[config.mk]
export PLATFORM = sky130hd
export DESIGN_NAME = c_string_literal_unescape_unit
export DESIGN_NICKNAME = d
export VERILOG_FILES = /design/src/hdl/cslu_pkg.sv /design/src/hdl/cslu_front.sv /design/src/hdl/cslu_cmd_fifo.sv /design/src/hdl/cslu_back.sv /design/src/hdl/c_string_literal_unescape_unit.sv
export SDC_FILE = /design/constraint.sdc
export NUM_CORES = 1
export LEC_CHECK = 0
export ABC_AREA = 1
export BUFFER_PORTS_ARGS = -buffer_cell sky130_fd_sc_hd__buf_4
export CAP_MARGIN = 20
export CORE_ASPECT_RATIO = 1.75
export CORE_MARGIN = 2
export CORE_UTILIZATION = 36
export CTS_BUF_LIST = sky130_fd_sc_hd__clkbuf_16
export CTS_CLUSTER_DIAMETER = 30
export DETAILED_ROUTE_END_ITERATION = 8
export GPL_ROUTABILITY_DRIVEN = 1
export MAX_ROUTING_LAYER = met4
export PLACE_DENSITY = 0.55
export SLEW_MARGIN = 10
export SYNTH_ARGS = -nofsm -noshare
export SYNTH_HDL_FRONTEND = slang
export SYNTH_SLANG_ARGS = --single-unit
[constraint.sdc]
create_clock -name clk -period 5.45 [get_ports clk]
set_clock_uncertainty 0.2 [all_clocks]
set_input_delay 1.09 -clock clk [delete_from_list [all_inputs] [get_ports clk]]
set_output_delay 1.09 -clock clk [all_outputs]
set_load 0.05 [all_outputs]
[src/hdl/cslu_pkg.sv]
// Shared types and codes for the C string literal unescape unit.
package cslu_pkg;

  // Result kinds carried on the output tuser.
  localparam logic [1:0] KIND_DATA   = 2'd0;
  localparam logic [1:0] KIND_DONE   = 2'd1;
  localparam logic [1:0] KIND_UNTERM = 2'd2;
  localparam logic [1:0] KIND_BADESC = 2'd3;

  // Configuration register indexes.
  localparam logic REG_TERMINATOR = 1'b0;

  localparam logic [7:0] TERMINATOR_RESET = 8'd34;

  // Command queue between the classifier and the result expander.
  localparam int FIFO_DEPTH = 4;
  localparam int FIFO_AW    = $clog2(FIFO_DEPTH);

  // One command holds everything a single input byte produces: an optional
  // UTF-8 encoded numeric escape followed by an optional single result.
  typedef struct packed {
    logic        has_utf8;
    logic [31:0] value;
    logic        has_tail;
    logic [7:0]  tail_byte;
    logic [1:0]  tail_kind;
  } cmd_t;

  typedef struct packed {
    logic full;
    logic empty;
  } fifo_status_t;

endpackage

[src/hdl/cslu_front.sv]
// Front end: accepts literal bytes, tracks the escape state and issues commands.
module cslu_front import cslu_pkg::*; (
  input  logic       clk,
  input  logic       rst_n,
  input  logic       in_fire,
  input  logic [7:0] in_byte,
  input  logic       in_eoi,
  input  logic [7:0] terminator,
  output logic       push,
  output cmd_t       cmd
);

  localparam logic [2:0] PH_OPEN = 3'd0;
  localparam logic [2:0] PH_BODY = 3'd1;
  localparam logic [2:0] PH_ESC  = 3'd2;
  localparam logic [2:0] PH_HEX  = 3'd3;
  localparam logic [2:0] PH_OCT  = 3'd4;

  localparam logic [7:0] CH_BACKSLASH = 8'h5C;
  localparam logic [7:0] CH_X         = 8'h78;
  localparam logic [7:0] CH_0         = 8'h30;
  localparam logic [7:0] CH_7         = 8'h37;

  // Returns {valid, digit value}.
  function automatic logic [4:0] hex_digit(input logic [7:0] c);
    logic [4:0] r;
    r = 5'd0;
    if (c >= 8'h30 && c <= 8'h39) begin
      r = {1'b1, c[3:0]};
    end else if ((c >= 8'h41 && c <= 8'h46) || (c >= 8'h61 && c <= 8'h66)) begin
      r = {1'b1, c[3:0] + 4'd9};
    end
    return r;
  endfunction

  // Returns {valid, byte} for the single-character escapes.
  function automatic logic [8:0] simple_escape(input logic [7:0] c);
    logic [8:0] r;
    r = 9'd0;
    case (c)
      8'h27:   r = {1'b1, 8'h27};
      8'h22:   r = {1'b1, 8'h22};
      8'h3F:   r = {1'b1, 8'h3F};
      8'h5C:   r = {1'b1, 8'h5C};
      8'h43:   r = {1'b1, 8'h1C};
      8'h61:   r = {1'b1, 8'h07};
      8'h62:   r = {1'b1, 8'h08};
      8'h66:   r = {1'b1, 8'h0C};
      8'h6E:   r = {1'b1, 8'h0A};
      8'h72:   r = {1'b1, 8'h0D};
      8'h74:   r = {1'b1, 8'h09};
      8'h76:   r = {1'b1, 8'h0B};
      default: r = 9'd0;
    endcase
    return r;
  endfunction

  logic [2:0]  phase_r, phase_nxt;
  logic [31:0] value_r, value_nxt;
  logic [1:0]  oct_left_r, oct_left_nxt;
  logic        do_body;
  logic        is_oct;
  logic [4:0]  hex;
  logic [8:0]  simple;

  always_comb begin
    phase_nxt    = phase_r;
    value_nxt    = value_r;
    oct_left_nxt = oct_left_r;
    do_body      = 1'b0;
    is_oct       = (in_byte >= CH_0) && (in_byte <= CH_7);
    hex          = hex_digit(in_byte);
    simple       = simple_escape(in_byte);
    cmd          = '0;
    cmd.value    = value_r;

    case (phase_r)
      PH_OPEN: begin
        if (in_eoi) begin
          cmd.has_tail  = 1'b1;
          cmd.tail_kind = KIND_UNTERM;
        end else begin
          phase_nxt = PH_BODY;
        end
      end
      PH_BODY: begin
        do_body = 1'b1;
      end
      PH_ESC: begin
        if (in_eoi) begin
          cmd.has_tail  = 1'b1;
          cmd.tail_kind = KIND_UNTERM;
          phase_nxt     = PH_OPEN;
        end else if (in_byte == CH_X) begin
          value_nxt = 32'd0;
          phase_nxt = PH_HEX;
        end else if (is_oct) begin
          value_nxt    = {29'd0, in_byte[2:0]};
          oct_left_nxt = 2'd2;
          phase_nxt    = PH_OCT;
        end else if (simple[8]) begin
          cmd.has_tail  = 1'b1;
          cmd.tail_byte = simple[7:0];
          cmd.tail_kind = KIND_DATA;
          phase_nxt     = PH_BODY;
        end else begin
          cmd.has_tail  = 1'b1;
          cmd.tail_byte = in_byte;
          cmd.tail_kind = KIND_BADESC;
          phase_nxt     = PH_OPEN;
        end
      end
      PH_HEX: begin
        if (!in_eoi && hex[4]) begin
          value_nxt = {value_r[27:0], hex[3:0]};
        end else begin
          cmd.has_utf8 = 1'b1;
          do_body      = 1'b1;
        end
      end
      PH_OCT: begin
        if (!in_eoi && is_oct) begin
          value_nxt    = {value_r[28:0], in_byte[2:0]};
          oct_left_nxt = oct_left_r - 2'd1;
          if (oct_left_r == 2'd1) begin
            cmd.has_utf8 = 1'b1;
            cmd.value    = value_nxt;
            phase_nxt    = PH_BODY;
          end
        end else begin
          cmd.has_utf8 = 1'b1;
          do_body      = 1'b1;
        end
      end
      default: begin
        phase_nxt = PH_OPEN;
      end
    endcase

    // A non-digit byte ending a numeric escape is handled again as a body byte.
    if (do_body) begin
      phase_nxt = PH_BODY;
      if (in_eoi) begin
        cmd.has_tail  = 1'b1;
        cmd.tail_kind = KIND_UNTERM;
        phase_nxt     = PH_OPEN;
      end else if (in_byte == terminator) begin
        cmd.has_tail  = 1'b1;
        cmd.tail_kind = KIND_DONE;
        phase_nxt     = PH_OPEN;
      end else if (in_byte == CH_BACKSLASH) begin
        phase_nxt = PH_ESC;
      end else begin
        cmd.has_tail  = 1'b1;
        cmd.tail_byte = in_byte;
        cmd.tail_kind = KIND_DATA;
      end
    end

    push = in_fire && (cmd.has_utf8 || cmd.has_tail);
  end

  always_ff @(posedge clk) begin
    if (!rst_n) begin
      phase_r    <= PH_OPEN;
      value_r    <= 32'd0;
      oct_left_r <= 2'd0;
    end else if (in_fire) begin
      phase_r    <= phase_nxt;
      value_r    <= value_nxt;
      oct_left_r <= oct_left_nxt;
    end
  end

endmodule

[src/hdl/cslu_cmd_fifo.sv]
// Short command queue between the front end and the result expander.
module cslu_cmd_fifo import cslu_pkg::*; (
  input  logic         clk,
  input  logic         rst_n,
  input  logic         push,
  input  cmd_t         push_cmd,
  input  logic         pop,
  output cmd_t         head,
  output fifo_status_t status
);

  cmd_t               mem_r [FIFO_DEPTH];
  logic [FIFO_AW-1:0] wr_ptr_r, wr_ptr_nxt;
  logic [FIFO_AW-1:0] rd_ptr_r, rd_ptr_nxt;
  logic [FIFO_AW:0]   count_r, count_nxt;

  assign head         = mem_r[rd_ptr_r];
  assign status.full  = (count_r == (FIFO_AW + 1)'(FIFO_DEPTH));
  assign status.empty = (count_r == '0);

  always_comb begin
    wr_ptr_nxt = push ? wr_ptr_r + 1'b1 : wr_ptr_r;
    rd_ptr_nxt = pop ? rd_ptr_r + 1'b1 : rd_ptr_r;
    count_nxt  = count_r + (FIFO_AW + 1)'(push) - (FIFO_AW + 1)'(pop);
  end

  always_ff @(posedge clk) begin
    if (!rst_n) begin
      wr_ptr_r <= '0;
      rd_ptr_r <= '0;
      count_r  <= '0;
    end else begin
      wr_ptr_r <= wr_ptr_nxt;
      rd_ptr_r <= rd_ptr_nxt;
      count_r  <= count_nxt;
    end
  end

  always_ff @(posedge clk) begin
    if (push) begin
      mem_r[wr_ptr_r] <= push_cmd;
    end
  end

endmodule

[src/hdl/cslu_back.sv]
// Back end: expands each command into result transfers through an output register.
module cslu_back import cslu_pkg::*; (
  input  logic         clk,
  input  logic         rst_n,
  input  fifo_status_t fifo_st,
  input  cmd_t         head,
  output logic         pop,
  output logic         busy,
  output logic         out_valid,
  input  logic         out_ready,
  output logic [7:0]   out_byte,
  output logic [1:0]   out_kind,
  output logic         out_last
);

  // Number of bytes in the extended UTF-8 form of v.
  function automatic logic [2:0] utf8_len(input logic [31:0] v);
    logic [2:0] n;
    if (v <= 32'h7F)            n = 3'd1;
    else if (v <= 32'h7FF)      n = 3'd2;
    else if (v <= 32'hFFFF)     n = 3'd3;
    else if (v <= 32'h1FFFFF)   n = 3'd4;
    else if (v <= 32'h3FFFFFF)  n = 3'd5;
    else if (v <= 32'h7FFFFFFF) n = 3'd6;
    else                        n = 3'd7;
    return n;
  endfunction

  // Byte of the encoding with k continuation bytes still to follow it.
  function automatic logic [7:0] utf8_byte(input logic [31:0] v, input logic [2:0] len,
                                           input logic [2:0] k);
    logic [5:0] chunk;
    logic [7:0] r;
    case (k)
      3'd0:    chunk = v[5:0];
      3'd1:    chunk = v[11:6];
      3'd2:    chunk = v[17:12];
      3'd3:    chunk = v[23:18];
      3'd4:    chunk = v[29:24];
      default: chunk = {4'd0, v[31:30]};
    endcase
    if (len == 3'd1) begin
      r = v[7:0];
    end else if (k == len - 3'd1) begin
      case (len)
        3'd2:    r = 8'hC0 | {3'd0, v[10:6]};
        3'd3:    r = 8'hE0 | {4'd0, v[15:12]};
        3'd4:    r = 8'hF0 | {5'd0, v[20:18]};
        3'd5:    r = 8'hF8 | {6'd0, v[25:24]};
        3'd6:    r = 8'hFC | {7'd0, v[30]};
        default: r = 8'hFE;
      endcase
    end else begin
      r = {2'b10, chunk};
    end
    return r;
  endfunction

  cmd_t       cur_r;
  logic       cur_valid_r, cur_valid_nxt;
  logic [2:0] len_r;
  logic [3:0] total_r;
  logic [2:0] step_r, step_nxt;
  logic       out_valid_r, out_valid_nxt;
  logic [7:0] out_byte_r;
  logic [1:0] out_kind_r;
  logic       out_last_r;

  logic       slot_free;
  logic       emit;
  logic       cur_last;
  logic       in_utf8;
  logic [7:0] res_byte;
  logic [1:0] res_kind;
  logic [2:0] head_len;
  logic [3:0] head_total;

  always_comb begin
    slot_free  = !out_valid_r || out_ready;
    emit       = cur_valid_r && slot_free;
    cur_last   = (({1'b0, step_r} + 4'd1) == total_r);
    pop        = !fifo_st.empty && (!cur_valid_r || (emit && cur_last));
    head_len   = utf8_len(head.value);
    head_total = (head.has_utf8 ? {1'b0, head_len} : 4'd0) + {3'd0, head.has_tail};

    in_utf8 = cur_r.has_utf8 && (step_r < len_r);
    if (in_utf8) begin
      res_byte = utf8_byte(cur_r.value, len_r, len_r - 3'd1 - step_r);
      res_kind = KIND_DATA;
    end else begin
      res_byte = cur_r.tail_byte;
      res_kind = cur_r.tail_kind;
    end

    if (pop) begin
      cur_valid_nxt = 1'b1;
      step_nxt      = 3'd0;
    end else if (emit) begin
      cur_valid_nxt = !cur_last && cur_valid_r;
      step_nxt      = step_r + 3'd1;
    end else begin
      cur_valid_nxt = cur_valid_r;
      step_nxt      = step_r;
    end

    out_valid_nxt = slot_free ? cur_valid_r : out_valid_r;
  end

  always_ff @(posedge clk) begin
    if (!rst_n) begin
      cur_valid_r <= 1'b0;
      step_r      <= 3'd0;
      out_valid_r <= 1'b0;
    end else begin
      cur_valid_r <= cur_valid_nxt;
      step_r      <= step_nxt;
      out_valid_r <= out_valid_nxt;
    end
  end

  always_ff @(posedge clk) begin
    if (pop) begin
      cur_r   <= head;
      len_r   <= head_len;
      total_r <= head_total;
    end
    if (emit) begin
      out_byte_r <= res_byte;
      out_kind_r <= res_kind;
      out_last_r <= cur_last;
    end
  end

  assign busy      = cur_valid_r;
  assign out_valid = out_valid_r;
  assign out_byte  = out_byte_r;
  assign out_kind  = out_kind_r;
  assign out_last  = out_last_r;

endmodule

[src/hdl/c_string_literal_unescape_unit.sv]
// Top level of the C string literal unescape unit with its register port.
//
// Bytes of a quoted C literal enter one per cycle on the in_ stream and leave
// decoded on the out_ stream; a numeric escape leaves as extended UTF-8 of up
// to seven bytes. An input byte that yields at most one result is taken every
// cycle. The result expander sends one result per cycle while out_tready is
// high, so an item yielding n results (at most eight) takes n transfers; a
// four-entry command queue absorbs such bursts, and in_tready drops only
// while that queue is full. Results pass through the queue, the expander
// and its output register. No clearing pass follows reset.
module c_string_literal_unescape_unit import cslu_pkg::*; (
  input  logic        clk,
  input  logic        rst_n,
  // Input stream.
  input  logic        in_tvalid,
  output logic        in_tready,
  input  logic [7:0]  in_tdata,   // [7:0] in_byte
  input  logic        in_tlast,   // end_of_input
  // Result stream.
  output logic        out_tvalid,
  input  logic        out_tready,
  output logic [7:0]  out_tdata,  // [7:0] out_byte
  output logic [1:0]  out_tuser,  // [1:0] kind
  output logic        out_tlast,  // last result of an input transfer
  // Register port.
  input  logic        cfg_psel,
  input  logic        cfg_penable,
  input  logic        cfg_pwrite,
  input  logic [2:0]  cfg_paddr,
  input  logic [31:0] cfg_pwdata,
  output logic [31:0] cfg_prdata,
  output logic        cfg_pready
);

  logic [7:0]   terminator_r;
  logic         cfg_wr;
  logic         in_fire;
  logic         push;
  logic         pop;
  logic         back_busy;
  cmd_t         push_cmd;
  cmd_t         head;
  fifo_status_t fifo_st;

  assign cfg_pready = 1'b1;
  assign cfg_wr     = cfg_psel && cfg_penable && cfg_pwrite && cfg_pready;
  assign cfg_prdata = (cfg_paddr[2] == REG_TERMINATOR) ? {24'd0, terminator_r} : 32'd0;

  always_ff @(posedge clk) begin
    if (!rst_n) begin
      terminator_r <= TERMINATOR_RESET;
    end else if (cfg_wr && (cfg_paddr[2] == REG_TERMINATOR)) begin
      terminator_r <= cfg_pwdata[7:0];
    end
  end

  assign in_tready = !fifo_st.full;
  assign in_fire   = in_tvalid && in_tready;

  cslu_front u_front (
    .clk        (clk),
    .rst_n      (rst_n),
    .in_fire    (in_fire),
    .in_byte    (in_tdata),
    .in_eoi     (in_tlast),
    .terminator (terminator_r),
    .push       (push),
    .cmd        (push_cmd)
  );

  cslu_cmd_fifo u_fifo (
    .clk      (clk),
    .rst_n    (rst_n),
    .push     (push),
    .push_cmd (push_cmd),
    .pop      (pop),
    .head     (head),
    .status   (fifo_st)
  );

  cslu_back u_back (
    .clk       (clk),
    .rst_n     (rst_n),
    .fifo_st   (fifo_st),
    .head      (head),
    .pop       (pop),
    .busy      (back_busy),
    .out_valid (out_tvalid),
    .out_ready (out_tready),
    .out_byte  (out_tdata),
    .out_kind  (out_tuser),
    .out_last  (out_tlast)
  );

`ifndef SYNTHESIS
  // Nothing is offered on the result stream right after reset.
  assert property (@(posedge clk) !rst_n |=> !out_tvalid)
    else $error("result offered after reset");

  // With the queue empty and the expander idle, a taken result is the final one.
  assert property (@(posedge clk) disable iff (!rst_n)
    (out_tvalid && out_tready && fifo_st.empty && !back_busy) |=> !out_tvalid)
    else $error("result appeared without a pending command");

  // An idle expander picks up a queued command on the next edge.
  assert property (@(posedge clk) disable iff (!rst_n)
    (!fifo_st.empty && !back_busy) |=> back_busy)
    else $error("queued command not picked up");
`endif

endmodule

==> impl_results.md <==
* HP Start: u_front.value_r[30]
* First-pass GRT wire length at between 50000 and 60000 um
* CP startpoint kind: primary input
* Avg Inst Size Synth at between 9 and 10 um2
* DR vias at ~9.8k
* Total power per unit cell area at 532.1 nW/um2
* CORE AREA at between 30000 and 40000 um2
* Yosys warning total at 0
* ANT cells at 0
* Worst path cell trace: buf_4, inv_1, ha_1, inv_1, nand2_1, nor2_1, nor2_1, nand3_1, nand3_2, nand2_2, nor2_1, nand3_2, nand2_1, ha_1, inv_1, ha_1, inv_1, fa_1, o21ai_0, a21oi_1
* Buf+Inv Stages, Crit Path at 5
* Max-cap violations at 0
* Critical path class: primary input to register
* Fmax achieved at between 200 and 300 MHz
* Post-synth cell types at 49
* H-tree Lvls at 2
* Yosys top cell area share at around half
* CTS max path bufs at 3
* Synth area leaders: edfxtp_1 51%, dfxtp_1 8.5%, nand2_1 6.1%
* WP data arrival at roughly 4.2 ns
* Asr flop ratio synth at 0%
* Post-DR wirelength/cell at about 17 um
* IO Count at between 90 and 100
* Status: finished clean
* Yosys top cell by area: edfxtp_1
* Worst-path clk slew at approximately 0.06 ns
* Avg Vias per Cell at about 5
* Synthesized cell area at ~14000 um2
* Final Hold Fails at 0
* TritonCTS clock tree: yes
* Setup crit start: in_tdata[0]
* Maximum vdd ir drop at roughly 0.21 mV
* RSZ-0062 raised after global routing: no
* Setup TNS at 0 ns
* Worst setup EP type: register
* Setup bufs post-CTS at 0
* Fin crit share at between 70% and 80%
* Vias in the first global route at 9846
* Die Area at ~40000 um2
* Pleak at between 6 and 7 nW
* Synth Register Bits at just under 300
* Hold WS at roughly 0.26 ns
* Port Buffers at 45
* Register area share after synthesis at between 50% and 60%
* Slew Limit Fails at 0
* FILL cells at between 3k and 4k
* Post-synth EDFFs at ~240
* Nets@finish at 1510
* Largest net degree at the start of global routing at between 60 and 70
* Dpl hpwl at approximately 23000 um
* Die Y at 263.8 um
* Final setup vio count at 0
* Largest delay contributor family on the critical path: simple AND/OR/NAND/NOR gates
* Slew Limit Headroom at about 36%
* Drc violations at 0
* CTS hold repair buffers at 0
* Total Wirelength at between 30000 and 40000 um
* Worst Hold Class: register to register
* Die Width at 152.5 um
* Number of antenna violations at the first check in global routing at 0
* Post-route ant nets at 0
* Top_reg_cell synth: edfxtp_1
* Initial Utilization at between 30% and 40%
* Cts bufs inserted at 39
* Post-synthesis cell count at between 1k and 1.5k
* Final GP Congestion at ~0.9
* Post-layout util at between 40% and 50%
* Number of cell rows at 95
* Final setup margin at between 1 and 1.5 ns
* Synth cell count leaders: 237 x edfxtp_1, 224 x nand2_1, 169 x inv_1
* Largest fanout on the critical path at 7
* Layout Area Growth over Synthesis at 14.26%
* Tot Pwr at 8.444 mW
* Most frequent cell after synthesis: edfxtp_1
* CTS root buf: clkbuf_16
* Crit-path most repeated cell: inv_1
* Clk_lat worst skew at ~0.54 ns
* CP peak stage delay at around 0.4 ns
* Post-cts sizing count at 0
* Post-place setup slack at ~0.93 ns
* Gr usage total at between 10% and 20%
* Measured slew at the worst slew-check pin at a little under 1 ns
* Grt ovf at 0
* Drt pass-1 iters at 5
* Initial DRC count at 547
* Critical Path RT at 5.68 ns
* Share of cells above drive strength 1 at 11.96%
* Min Tclk post-route at 3.978 ns
* Sink Count at between 200 and 300
* Worst r2r src: u_back.len_r[0]
* Crit-path slowest cell: fa_1
-- through the flow --
step	area [um2]	cells
3_5_place_dp	14540	1877
5_1_grt	15870	1948
6_report	15870	1948
4_1_cts	15870	1948
2_1_floorplan	13980	1420
3_3_place_gp	14540	1877
-- worst paths after layout --
check	endpoint	slack [ns]	cells after the start
max reg2reg	u_back.out_byte[5]	1.69	10
min	u_front.value_r[30]	0.26	2
max	u_fifo.count_r[2]	1.47	20
min reg2reg	u_front.value_r[30]	0.26	2
-- cell families (layout without fill, tap and decap cells) --
| family | Yosys count | after routing | share of synthesized area, % |
|---|---|---|---|
| AOI/OAI and AO/OA | 326 | 326 | 13.58 |
| and+or+nand+nor | 474 | 474 | 14.84 |
| xor gates and xnor gates | 13 | 13 | 0.9279 |
| adders and majority gates | 26 | 26 | 2.450 |
| DFF | 296 | 296 | 59.74 |
| buffers and inverters | 260 | 303 | 8.414 |
| other | 2 | 25 | 0.05407 |
-- registers in the layout, indices dropped and copies added, names as in the netlist, 3 cells and up, named ones only --
signal,flops
u_back.out_byte,8
terminator_r,8
u_front.value_r,32
u_back.cur_r,43
u_fifo.count_r,3
u_back.len_r,3
u_fifo.mem_r,176
u_back.total_r,4
u_front.phase_r,3
u_back.step_r,3
-- worst register-to-register path, stage by stage (launching register included) --
cell	delay, ns
edfxtp_1	0.47
inv_1	0.12
ha_1	0.36
fa_1	0.44
xnor2_2	0.31
xor2_2	0.62
nor2_1	0.23
nand2_1	0.11
nand3_1	0.07
o21ai_0	0.39
a21boi_1	0.16
-- cell type report --
class / count / area (um2) / share of cell area, %
clock buffers: 40 / 1001 / 6.307
clock inverters: 31 / 327.8 / 2.066
inverters: 173 / 649.4 / 4.092
multi-input cells: 864 / 4542 / 28.62
flip-flops and latches: 296 / 8300 / 52.30
well taps: 485 / 606.8 / 3.824
repair buffers: 59 / 442.9 / 2.791
-- power breakdown --
| part | switching, mW | internal, mW |
|---|---|---|
| clock network | 1.05 | 1.49 |
| registers | 0.223 | 3.16 |
| logic | 1.82 | 0.694 |
-- cells in the final DEF, fill, tap and decap left out, drive strengths merged, types with 3 or more instances in the layout --
master and n:
xnor2 6, a21boi 5, nand4 22, or2 6
ha 24, edfxtp 237, clkinvlp 3, conb 25
inv 183, o22ai 50, o211ai 4, clkbuf 40
xor2 7, clkinv 16, nand3 73, nor2 137
dfxtp 59, o32ai 29, o21ai 139, nor3 5
a21oi 86, nand2 228, buf 59
-- metal layers --
metal / wire length [um] / vias to the layer above / GRT usage, % / part of all wire [%]
li1: - / 4858 / - / -
met1: 12420 / 4667 / 17.11 / 37
met4: 1383 / 0 / 7.908 / 4.2
met2: 18280 / 215 / 32.44 / 55
met5: 0 / - / - / 0
met3: 1092 / 84 / 1.821 / 3.3
Note: power is estimated with default switching activity, not from simulation.
